`config.mk`:
```
export PLATFORM = sky130hd
export DESIGN_NAME = clip_rectangle_stack
export DESIGN_NICKNAME = d
export VERILOG_FILES = /design/src/design/crs_pkg.sv /design/src/design/crs_ctrl.sv /design/src/design/crs_datapath.sv /design/src/design/clip_rectangle_stack.sv
export SDC_FILE = /design/constraint.sdc
export NUM_CORES = 2
export LEC_CHECK = 0
export BUFFER_PORTS_ARGS = -buffer_cell sky130_fd_sc_hd__buf_2
export CELL_PAD_IN_SITES_DETAIL_PLACEMENT = 0
export CELL_PAD_IN_SITES_GLOBAL_PLACEMENT = 2
export CORE_MARGIN = 2
export CORE_UTILIZATION = 47
export CTS_CLUSTER_DIAMETER = 50
export DETAILED_ROUTE_END_ITERATION = 10
export GPL_TIMING_DRIVEN = 0
export PLACE_DENSITY_LB_ADDON = 0.1
export SLEW_MARGIN = 20
export SYNTH_ARGS = -nofsm -noshare
export SYNTH_HDL_FRONTEND = slang
export SYNTH_SLANG_ARGS = --single-unit
```
`constraint.sdc`:
```
create_clock -name aclk -period 9.1 [get_ports aclk]
set_input_delay 0 -clock aclk [delete_from_list [all_inputs] [get_ports aclk]]
set_output_delay 0 -clock aclk [all_outputs]
set_load 0.01 [all_outputs]
```
`src/design/crs_pkg.sv`:
```
// Shared codes, reset constants and control types for the clip rectangle stack.
package crs_pkg;

    // Item kinds
    localparam logic [1:0] KIND_PUSH   = 2'd0;
    localparam logic [1:0] KIND_POP    = 2'd1;
    localparam logic [1:0] KIND_CLIP   = 2'd2;
    localparam logic [1:0] KIND_REINIT = 2'd3;

    // Configuration register indexes
    localparam logic CFG_SCREEN_W = 1'b0;
    localparam logic CFG_SCREEN_H = 1'b1;

    // Full-screen size after reset
    localparam int SCREEN_W_RESET = 640;
    localparam int SCREEN_H_RESET = 480;

    // Width of the stack level field
    localparam int LEVEL_W = 5;

    typedef struct packed {
        logic load;    // take the input word
        logic calc;    // compute edges, read the stack
        logic commit;  // update the stack, load the result word
    } crs_cmd_t;

    typedef struct packed {
        logic out_full;
    } crs_status_t;

endpackage

```
`src/design/crs_ctrl.sv`:
```
// Sequencer for the clip rectangle stack: input handshake and stage commands.
module crs_ctrl (
    input  logic               aclk,
    input  logic               aresetn,
    input  logic               s_valid,
    output logic               s_ready,
    input  logic               m_ready,
    input  crs_pkg::crs_status_t status,
    output crs_pkg::crs_cmd_t  cmd
);

    localparam logic [1:0] ST_IDLE = 2'd0;
    localparam logic [1:0] ST_CALC = 2'd1;
    localparam logic [1:0] ST_FIN  = 2'd2;

    logic [1:0] state_reg;
    logic [1:0] state_next;
    logic       can_commit;
    logic       accept;

    assign can_commit = !status.out_full || m_ready;
    assign s_ready    = (state_reg == ST_IDLE) || ((state_reg == ST_FIN) && can_commit);
    assign accept     = s_valid && s_ready;

    assign cmd.load   = accept;
    assign cmd.calc   = (state_reg == ST_CALC);
    assign cmd.commit = (state_reg == ST_FIN) && can_commit;

    always_comb begin
        state_next = state_reg;
        unique case (state_reg)
            ST_IDLE: begin
                if (accept) begin
                    state_next = ST_CALC;
                end
            end
            ST_CALC: begin
                state_next = ST_FIN;
            end
            ST_FIN: begin
                // hold while the result word is still waiting
                if (can_commit) begin
                    state_next = accept ? ST_CALC : ST_IDLE;
                end
            end
            default: begin
                state_next = ST_IDLE;
            end
        endcase
    end

    always_ff @(posedge aclk) begin
        if (!aresetn) begin
            state_reg <= ST_IDLE;
        end else begin
            state_reg <= state_next;
        end
    end

    a_calc_then_fin: assert property (@(posedge aclk) disable iff (!aresetn)
        state_reg == ST_CALC |=> state_reg == ST_FIN)
        else $error("calc stage not followed by finish");

    a_fin_holds: assert property (@(posedge aclk) disable iff (!aresetn)
        (state_reg == ST_FIN && !cmd.commit) |=> state_reg == ST_FIN)
        else $error("finish stage dropped a stalled item");

    a_accept_starts: assert property (@(posedge aclk) disable iff (!aresetn)
        (s_valid && s_ready) |=> state_reg == ST_CALC)
        else $error("accepted word did not start the calc stage");

endmodule

```
`src/design/crs_datapath.sv`:
```
// Datapath of the clip rectangle stack: entry memory, top entry, edge math, result word.
module crs_datapath #(
    parameter int STACK_DEPTH = 16,
    parameter int COORD_BITS  = 16
) (
    input  logic                           aclk,
    input  logic                           aresetn,
    input  crs_pkg::crs_cmd_t              cmd,
    output crs_pkg::crs_status_t           status,
    input  logic [1:0]                     s_kind,
    input  logic signed [COORD_BITS-1:0]   s_rect_x,
    input  logic signed [COORD_BITS-1:0]   s_rect_y,
    input  logic signed [COORD_BITS-1:0]   s_rect_w,
    input  logic signed [COORD_BITS-1:0]   s_rect_h,
    input  logic                           cfg_we,
    input  logic                           cfg_index,
    input  logic [COORD_BITS-2:0]          cfg_data,
    input  logic                           m_ready,
    output logic                           m_valid,
    output logic                           m_visible,
    output logic signed [COORD_BITS-1:0]   m_res_x,
    output logic signed [COORD_BITS-1:0]   m_res_y,
    output logic signed [COORD_BITS:0]     m_res_w,
    output logic signed [COORD_BITS:0]     m_res_h,
    output logic [crs_pkg::LEVEL_W-1:0]    m_stack_level,
    output logic                           m_push_ignored
);

    localparam int EW     = COORD_BITS + 2;
    localparam int SW     = COORD_BITS - 1;
    localparam int CW     = $clog2(STACK_DEPTH + 1);
    localparam int AW     = $clog2(STACK_DEPTH);
    localparam int WORD_W = 2 * COORD_BITS + 2 * SW;
    localparam int LW     = crs_pkg::LEVEL_W;
    localparam logic [SW-1:0] SCR_W_RST = SW'(crs_pkg::SCREEN_W_RESET);
    localparam logic [SW-1:0] SCR_H_RST = SW'(crs_pkg::SCREEN_H_RESET);

    // configuration and base entry
    logic [SW-1:0] screen_w_reg;
    logic [SW-1:0] screen_h_reg;
    logic [SW-1:0] base_w_reg;
    logic [SW-1:0] base_w_next;
    logic [SW-1:0] base_h_reg;
    logic [SW-1:0] base_h_next;

    // top entry and count
    logic signed [COORD_BITS-1:0] top_x_reg;
    logic signed [COORD_BITS-1:0] top_x_next;
    logic signed [COORD_BITS-1:0] top_y_reg;
    logic signed [COORD_BITS-1:0] top_y_next;
    logic [SW-1:0]                top_w_reg;
    logic [SW-1:0]                top_w_next;
    logic [SW-1:0]                top_h_reg;
    logic [SW-1:0]                top_h_next;
    logic [CW-1:0]                count_reg;
    logic [CW-1:0]                count_next;

    // input word
    logic [1:0]                   kind_in_reg;
    logic signed [COORD_BITS-1:0] x_in_reg;
    logic signed [COORD_BITS-1:0] y_in_reg;
    logic signed [COORD_BITS-1:0] w_in_reg;
    logic signed [COORD_BITS-1:0] h_in_reg;

    // calc stage
    logic signed [EW-1:0] ix;
    logic signed [EW-1:0] iy;
    logic signed [EW-1:0] ir;
    logic signed [EW-1:0] ib;
    logic signed [EW-1:0] tx;
    logic signed [EW-1:0] ty;
    logic signed [EW-1:0] tw;
    logic signed [EW-1:0] th;
    logic signed [EW-1:0] tr;
    logic signed [EW-1:0] tb;
    logic [CW-1:0]        cnt_m2;
    logic [AW-1:0]        rd_addr;

    logic [1:0]           kind_c_reg;
    logic signed [EW-1:0] x0_reg;
    logic signed [EW-1:0] y0_reg;
    logic signed [EW-1:0] x1_reg;
    logic signed [EW-1:0] y1_reg;
    logic                 hit_reg;
    logic [WORD_W-1:0]    rdata_reg;

    // finish stage
    logic signed [EW-1:0] dw;
    logic signed [EW-1:0] dh;
    logic signed [EW-1:0] pw;
    logic signed [EW-1:0] ph;
    logic                 full;
    logic                 wr_en;
    logic                 ign;
    logic                 vis;
    logic signed [COORD_BITS-1:0] rx;
    logic signed [COORD_BITS-1:0] ry;
    logic signed [COORD_BITS:0]   rw;
    logic signed [COORD_BITS:0]   rh;
    logic [CW+LW-1:0]     lvl_wide;

    // stack memory; entry 0 lives in the base registers and is never stored
    logic [WORD_W-1:0] mem [STACK_DEPTH];

    // result word
    logic                         m_valid_reg;
    logic                         out_vis_reg;
    logic signed [COORD_BITS-1:0] out_x_reg;
    logic signed [COORD_BITS-1:0] out_y_reg;
    logic signed [COORD_BITS:0]   out_w_reg;
    logic signed [COORD_BITS:0]   out_h_reg;
    logic [LW-1:0]                out_lvl_reg;
    logic                         out_ign_reg;

    assign status.out_full = m_valid_reg;

    // configuration writes
    always_ff @(posedge aclk) begin
        if (!aresetn) begin
            screen_w_reg <= SCR_W_RST;
            screen_h_reg <= SCR_H_RST;
        end else if (cfg_we) begin
            unique case (cfg_index)
                crs_pkg::CFG_SCREEN_W: screen_w_reg <= cfg_data;
                crs_pkg::CFG_SCREEN_H: screen_h_reg <= cfg_data;
                default: ;
            endcase
        end
    end

    always_ff @(posedge aclk) begin
        if (cmd.load) begin
            kind_in_reg <= s_kind;
            x_in_reg    <= s_rect_x;
            y_in_reg    <= s_rect_y;
            w_in_reg    <= s_rect_w;
            h_in_reg    <= s_rect_h;
        end
    end

    // edges of the item and the top entry at full precision
    always_comb begin
        ix = EW'(x_in_reg);
        iy = EW'(y_in_reg);
        ir = ix + EW'(w_in_reg);
        ib = iy + EW'(h_in_reg);
        tx = EW'(top_x_reg);
        ty = EW'(top_y_reg);
        tw = EW'(top_w_reg);
        th = EW'(top_h_reg);
        tr = tx + tw;
        tb = ty + th;
        cnt_m2  = count_reg - CW'(2);
        rd_addr = cnt_m2[AW-1:0];
    end

    always_ff @(posedge aclk) begin
        if (cmd.calc) begin
            kind_c_reg <= kind_in_reg;
            x0_reg     <= (ix > tx) ? ix : tx;
            y0_reg     <= (iy > ty) ? iy : ty;
            x1_reg     <= (tr < ir) ? tr : ir;
            y1_reg     <= (tb < ib) ? tb : ib;
            hit_reg    <= !((ir <= tx) || (ix >= tr) || (ib <= ty) || (iy >= tb));
            // entry below the top, for a pop
            rdata_reg  <= mem[rd_addr];
        end
    end

    always_comb begin
        dw   = x1_reg - x0_reg;
        dh   = y1_reg - y0_reg;
        pw   = (dw > 0) ? dw : '0;
        ph   = (dh > 0) ? dh : '0;
        full = (count_reg == CW'(STACK_DEPTH));

        top_x_next  = top_x_reg;
        top_y_next  = top_y_reg;
        top_w_next  = top_w_reg;
        top_h_next  = top_h_reg;
        base_w_next = base_w_reg;
        base_h_next = base_h_reg;
        count_next  = count_reg;
        wr_en       = 1'b0;
        ign         = 1'b0;

        unique case (kind_c_reg)
            crs_pkg::KIND_PUSH: begin
                if (full) begin
                    ign = 1'b1;
                end else begin
                    wr_en      = 1'b1;
                    top_x_next = x0_reg[COORD_BITS-1:0];
                    top_y_next = y0_reg[COORD_BITS-1:0];
                    top_w_next = pw[SW-1:0];
                    top_h_next = ph[SW-1:0];
                    count_next = count_reg + CW'(1);
                end
            end
            crs_pkg::KIND_POP: begin
                if (count_reg > CW'(1)) begin
                    count_next = count_reg - CW'(1);
                    if (count_reg == CW'(2)) begin
                        top_x_next = '0;
                        top_y_next = '0;
                        top_w_next = base_w_reg;
                        top_h_next = base_h_reg;
                    end else begin
                        {top_x_next, top_y_next, top_w_next, top_h_next} = rdata_reg;
                    end
                end
            end
            crs_pkg::KIND_REINIT: begin
                base_w_next = screen_w_reg;
                base_h_next = screen_h_reg;
                top_x_next  = '0;
                top_y_next  = '0;
                top_w_next  = screen_w_reg;
                top_h_next  = screen_h_reg;
                count_next  = CW'(1);
            end
            crs_pkg::KIND_CLIP: begin
            end
            default: begin
            end
        endcase

        if (kind_c_reg == crs_pkg::KIND_CLIP) begin
            vis = hit_reg && (dw > 0) && (dh > 0);
            rx  = hit_reg ? x0_reg[COORD_BITS-1:0] : '0;
            ry  = hit_reg ? y0_reg[COORD_BITS-1:0] : '0;
            rw  = hit_reg ? dw[COORD_BITS:0] : '0;
            rh  = hit_reg ? dh[COORD_BITS:0] : '0;
        end else begin
            vis = 1'b0;
            rx  = top_x_next;
            ry  = top_y_next;
            rw  = (COORD_BITS + 1)'(top_w_next);
            rh  = (COORD_BITS + 1)'(top_h_next);
        end

        lvl_wide = (CW + LW)'(count_next);
    end

    always_ff @(posedge aclk) begin
        if (cmd.commit && wr_en) begin
            mem[count_reg[AW-1:0]] <= {top_x_next, top_y_next, top_w_next, top_h_next};
        end
    end

    always_ff @(posedge aclk) begin
        if (!aresetn) begin
            top_x_reg  <= '0;
            top_y_reg  <= '0;
            top_w_reg  <= SCR_W_RST;
            top_h_reg  <= SCR_H_RST;
            base_w_reg <= SCR_W_RST;
            base_h_reg <= SCR_H_RST;
            count_reg  <= CW'(1);
        end else if (cmd.commit) begin
            top_x_reg  <= top_x_next;
            top_y_reg  <= top_y_next;
            top_w_reg  <= top_w_next;
            top_h_reg  <= top_h_next;
            base_w_reg <= base_w_next;
            base_h_reg <= base_h_next;
            count_reg  <= count_next;
        end
    end

    always_ff @(posedge aclk) begin
        if (!aresetn) begin
            m_valid_reg <= 1'b0;
        end else if (cmd.commit) begin
            m_valid_reg <= 1'b1;
        end else if (m_ready) begin
            m_valid_reg <= 1'b0;
        end
    end

    always_ff @(posedge aclk) begin
        if (cmd.commit) begin
            out_vis_reg <= vis;
            out_x_reg   <= rx;
            out_y_reg   <= ry;
            out_w_reg   <= rw;
            out_h_reg   <= rh;
            out_lvl_reg <= lvl_wide[LW-1:0];
            out_ign_reg <= ign;
        end
    end

    assign m_valid        = m_valid_reg;
    assign m_visible      = out_vis_reg;
    assign m_res_x        = out_x_reg;
    assign m_res_y        = out_y_reg;
    assign m_res_w        = out_w_reg;
    assign m_res_h        = out_h_reg;
    assign m_stack_level  = out_lvl_reg;
    assign m_push_ignored = out_ign_reg;

    a_count_range: assert property (@(posedge aclk) disable iff (!aresetn)
        (count_reg >= CW'(1)) && (count_reg <= CW'(STACK_DEPTH)))
        else $error("stack count out of range");

    a_ignored_full: assert property (@(posedge aclk) disable iff (!aresetn)
        (m_valid_reg && out_ign_reg) |-> (count_reg == CW'(STACK_DEPTH)))
        else $error("push flagged as ignored on a stack that is not full");

    a_base_top: assert property (@(posedge aclk) disable iff (!aresetn)
        (count_reg == CW'(1)) |-> (top_x_reg == '0 && top_y_reg == '0 &&
            top_w_reg == base_w_reg && top_h_reg == base_h_reg))
        else $error("top entry differs from the base entry at level one");

endmodule

```
`src/design/clip_rectangle_stack.sv`:
```
// Top level of the clip rectangle stack: sequencer plus datapath.
//
// Input channel s_*: one word per operation (push, pop, clip request, reinit)
// with a rectangle given as x, y, width, height. Result channel m_*: exactly
// one word per input word, in order. For a clip request it carries the clipped
// rectangle and the visible flag; for the other kinds it shows the new top
// entry. stack_level and push_ignored accompany every word.
// Configuration port cfg_*: screen width (index 0) and height (index 1); they
// are picked up at the next reinit. cfg_ready is always high.
// The input word is registered; the calc stage does the edge compares and the
// stack memory read, and the finish stage does the widths and the stack update
// and loads the result word. A new word is taken in the same cycle as the
// previous word commits, so words overlap in that two-stage path.
// Reset leaves one full-screen entry (640 x 480) on the stack and no result
// pending. When the receiver stalls, the pending result holds and the word
// behind it waits in the finish stage; s_ready stays low until it can move.
module clip_rectangle_stack #(
    parameter int STACK_DEPTH = 16,
    parameter int COORD_BITS  = 16
) (
    input  logic                           aclk,
    input  logic                           aresetn,
    input  logic                           s_valid,
    output logic                           s_ready,
    input  logic [1:0]                     s_kind,
    input  logic signed [COORD_BITS-1:0]   s_rect_x,
    input  logic signed [COORD_BITS-1:0]   s_rect_y,
    input  logic signed [COORD_BITS-1:0]   s_rect_w,
    input  logic signed [COORD_BITS-1:0]   s_rect_h,
    output logic                           m_valid,
    input  logic                           m_ready,
    output logic                           m_visible,
    output logic signed [COORD_BITS-1:0]   m_res_x,
    output logic signed [COORD_BITS-1:0]   m_res_y,
    output logic signed [COORD_BITS:0]     m_res_w,
    output logic signed [COORD_BITS:0]     m_res_h,
    output logic [crs_pkg::LEVEL_W-1:0]    m_stack_level,
    output logic                           m_push_ignored,
    input  logic                           cfg_valid,
    output logic                           cfg_ready,
    input  logic                           cfg_index,
    input  logic [COORD_BITS-2:0]          cfg_data
);

    crs_pkg::crs_cmd_t    cmd;
    crs_pkg::crs_status_t status;
    logic                 cfg_we;

    assign cfg_ready = 1'b1;
    assign cfg_we    = cfg_valid && cfg_ready;

    crs_ctrl u_ctrl (
        .aclk    (aclk),
        .aresetn (aresetn),
        .s_valid (s_valid),
        .s_ready (s_ready),
        .m_ready (m_ready),
        .status  (status),
        .cmd     (cmd)
    );

    crs_datapath #(
        .STACK_DEPTH (STACK_DEPTH),
        .COORD_BITS  (COORD_BITS)
    ) u_datapath (
        .aclk           (aclk),
        .aresetn        (aresetn),
        .cmd            (cmd),
        .status         (status),
        .s_kind         (s_kind),
        .s_rect_x       (s_rect_x),
        .s_rect_y       (s_rect_y),
        .s_rect_w       (s_rect_w),
        .s_rect_h       (s_rect_h),
        .cfg_we         (cfg_we),
        .cfg_index      (cfg_index),
        .cfg_data       (cfg_data),
        .m_ready        (m_ready),
        .m_valid        (m_valid),
        .m_visible      (m_visible),
        .m_res_x        (m_res_x),
        .m_res_y        (m_res_y),
        .m_res_w        (m_res_w),
        .m_res_h        (m_res_h),
        .m_stack_level  (m_stack_level),
        .m_push_ignored (m_push_ignored)
    );

endmodule

```
==> run summary <==
status = finished clean
TritonCTS clock tree = yes
Netlist Area Pre-Place = 0.0616 mm²
Synth cell types = 88
# port buffers = 161
starting DRC count in detailed routing = 4311
final worst slack = 1.30 ns
Synth Flop Type = edfxtp_1
wire length of the first global-routing pass = 273000 µm
starting density of the core = 47.5%
largest net degree at the start of global routing = 56
Clock Latency Late Sink = 0.81 ns
routed vias = 38.2k
Final #Nets = 4870
max FFs per register = 992
Hold WS = 0.0408 ns
cell type with the largest total area after synthesis = edfxtp_1
number of global-route vias before repair = 38.0k
Top Ports = 163
syn_nets = 4285
Req. time, crit path = 9.60 ns
Min-Delay Endpoint = u_datapath.screen_h_reg[1]
routed wl met3 = 14200 µm
Worst Hold Class = primary input to register
cts bufs inserted = 163
hold buffers post-CTS = 183
Slew Limit Fails = 0
Crit. End Element = register
fmax = 128 MHz
Startpoint Class = register
max-cap viol count = 0
final setup violating endpoints = 0
number of synthesized register bits = 1392
Rel. slew slack = 27.4%
Vias/cell = 5.95
met2 routed WL = 88100 µm
wire length on met1 = 80000 µm
Syn Inst Count = 3960
WL/cell = 29.6 µm
final WL = 190000 µm
DRC violations left = 0
clock buffer depth = 3
Seq/Total Area, Yosys = 65.7%
CTS H-tree depth = 4
post-synth top area share = 61.5%
YS warnings = 0
worst reg2reg setup slack = 1.30 ns
Die X = 366 µm
most frequent cell after synthesis = edfxtp_1
commonest cells in the netlist = edfxtp_1 (1262), nand2_1 (413), mux4_2 (310)
shortest period the worst path allows = 7.80 ns
Final ANT Viol Nets = 0
die area = 0.134 mm²
Place WS = 1.24 ns
EDFF count, synth = 1262
final clock skew = 0.0387 ns
total gr overflow = 0
hold-critical path depth = 4
layout cell share with drive strength beyond 1 = 19.2%
synth top area cells = edfxtp_1 (61%), mux4_2 (11%), ha_1 (4.7%), dfxtp_1 (4.2%), nand2_1 (2.5%)
post-synthesis async set-or-reset flop share = 0%
unrepaired setup endpoints after global routing = false
period utilization = 85.7%
r2r startpoint = u_datapath.count_reg[1]
Setup CP Type = register to register
worst slew pin tran = 1.09 ns
Root Buffer = clkbuf_16
Final GP Congestion = 0.932
final hold viol count = 0
worst-path fanout max = 17
Max IR drop VDD = 0.000151 V
Power Dens Cells = 207 mW/mm²
R2R Path End = u_datapath.mem[5][13]
Post-Syn Area per Cell = 15.6 µm²
Power Total = 15.3 mW
# rows = 132
highest routing layer actually used = met5
Clk pin slew, worst setup/hold paths = 0.06 ns
fin area = 0.0740 mm²
core area = 0.130 mm²
post_cts resized = 0
initial antenna violation count = 9
crit path DAT = 8.30 ns
hold_sp = cfg_data[1]
worst reg2reg path depth = 13
GRT Util Overall = 28.4%
DP Wirelength = 138000 µm
CTS Sinks = 1392
dpl cell area = 0.0666 mm²
Die Ht = 366 µm
area grow syn2layout = 20.1%
drt first pass iters = 6
Post-CTS Setup Inserts = 0
Leak = 25.8 nW
-- layout by cell type, fill, tap and decap left out, drive strengths merged, types with 50 or more instances in the layout --
| master | netlist | routed |
|---|---|---|
| edfxtp | 1262 | 1262 |
| nand2 | 413 | 413 |
| clkbuf | 153 | 345 |
| mux4 | 310 | 310 |
| buf | 20 | 253 |
| ha | 232 | 232 |
| a21oi | 199 | 199 |
| inv | 174 | 194 |
| dlygate4sd3 | 0 | 183 |
| o21ai | 133 | 133 |
| dfxtp | 130 | 130 |
| nand3 | 108 | 108 |
| nor2 | 101 | 101 |
| clkinv | 1 | 59 |
| xnor2 | 51 | 51 |
| a22oi | 50 | 50 |
| a21o | 50 | 50 |
-- final cells by class --
type	count	area, µm²
Timing Repair Buffer	420	4440
Inverter	175	657
Fill cell	10159	55800
Multi-Input combinational cell	2220	20000
Tap cell	1742	2180
Sequential cell	1392	40500
Antenna cell	2	5.00
Clock inverter	114	1320
Buffer	173	689
Clock buffer	188	4230
-- per-layer routing --
layer | vias to the layer above | GRT usage (%)
li1 | 16827 | -
met1 | 19607 | 40.0
met4 | 2 | 11.2
met5 | - | 0
met2 | 1507 | 44.4
met3 | 296 | 4.87
-- metrics by stage --
stage                     util (%)  setup TNS (ns)  cells
after global routing          57.0               0   6425
after CTS                     57.0               0   6424
after global placement        49.8        -3848.49   5863
after floorplan                  -               0   3960
final                         57.0               0   6426
after detailed placement      51.3               0   5939
-- worst max-delay path by stage --
stage,cells past startpoint,startpoint,endpoint
CTS,13,u_datapath.count_reg[1],u_datapath.mem[7][61]
global route,13,u_datapath.count_reg[1],u_datapath.mem[7][6]
floorplan,1,u_ctrl.state_reg[1],u_datapath.hit_reg
finish,13,u_datapath.count_reg[1],u_datapath.mem[5][13]
detailed placement,13,u_datapath.count_reg[1],u_datapath.mem[7][9]
global placement,11,u_datapath.count_reg[1],u_datapath.mem[10][10]
-- cell families (layout without fill, tap and decap cells) --
logic type	after synthesis	after routing	share of synthesized area, %
DFF	1392	1392	65.7
muxes	381	381	12.5
buffers and inverters	348	1070	2.14
other	1	3	0.00608
adders and majority gates	239	239	4.92
AOI/OAI and AO/OA	689	689	7.39
xor gates and xnor gates	74	74	1.05
and+or+nand+nor	836	836	6.25
-- critical path, cell delays in order (launching register included) --
cell and delay (ns):
dfxtp_1 0.39, clkbuf_1 0.66, clkbuf_1 0.84, clkbuf_1 0.86, inv_1 0.35, ha_1 0.32, and3_1 0.23, nor3_1 0.81
clkbuf_1 0.55, clkbuf_1 0.62, nand3_1 0.57, nor2_4 0.75, buf_16 0.25, buf_12 0.21
-- power by group --
part           switching [mW]  internal [mW]  total, mW
sequential             0.0850           7.11       7.20
clock                    2.76           3.93       6.68
combinational           0.885          0.530       1.41
(Power assumes the default switching activity.)
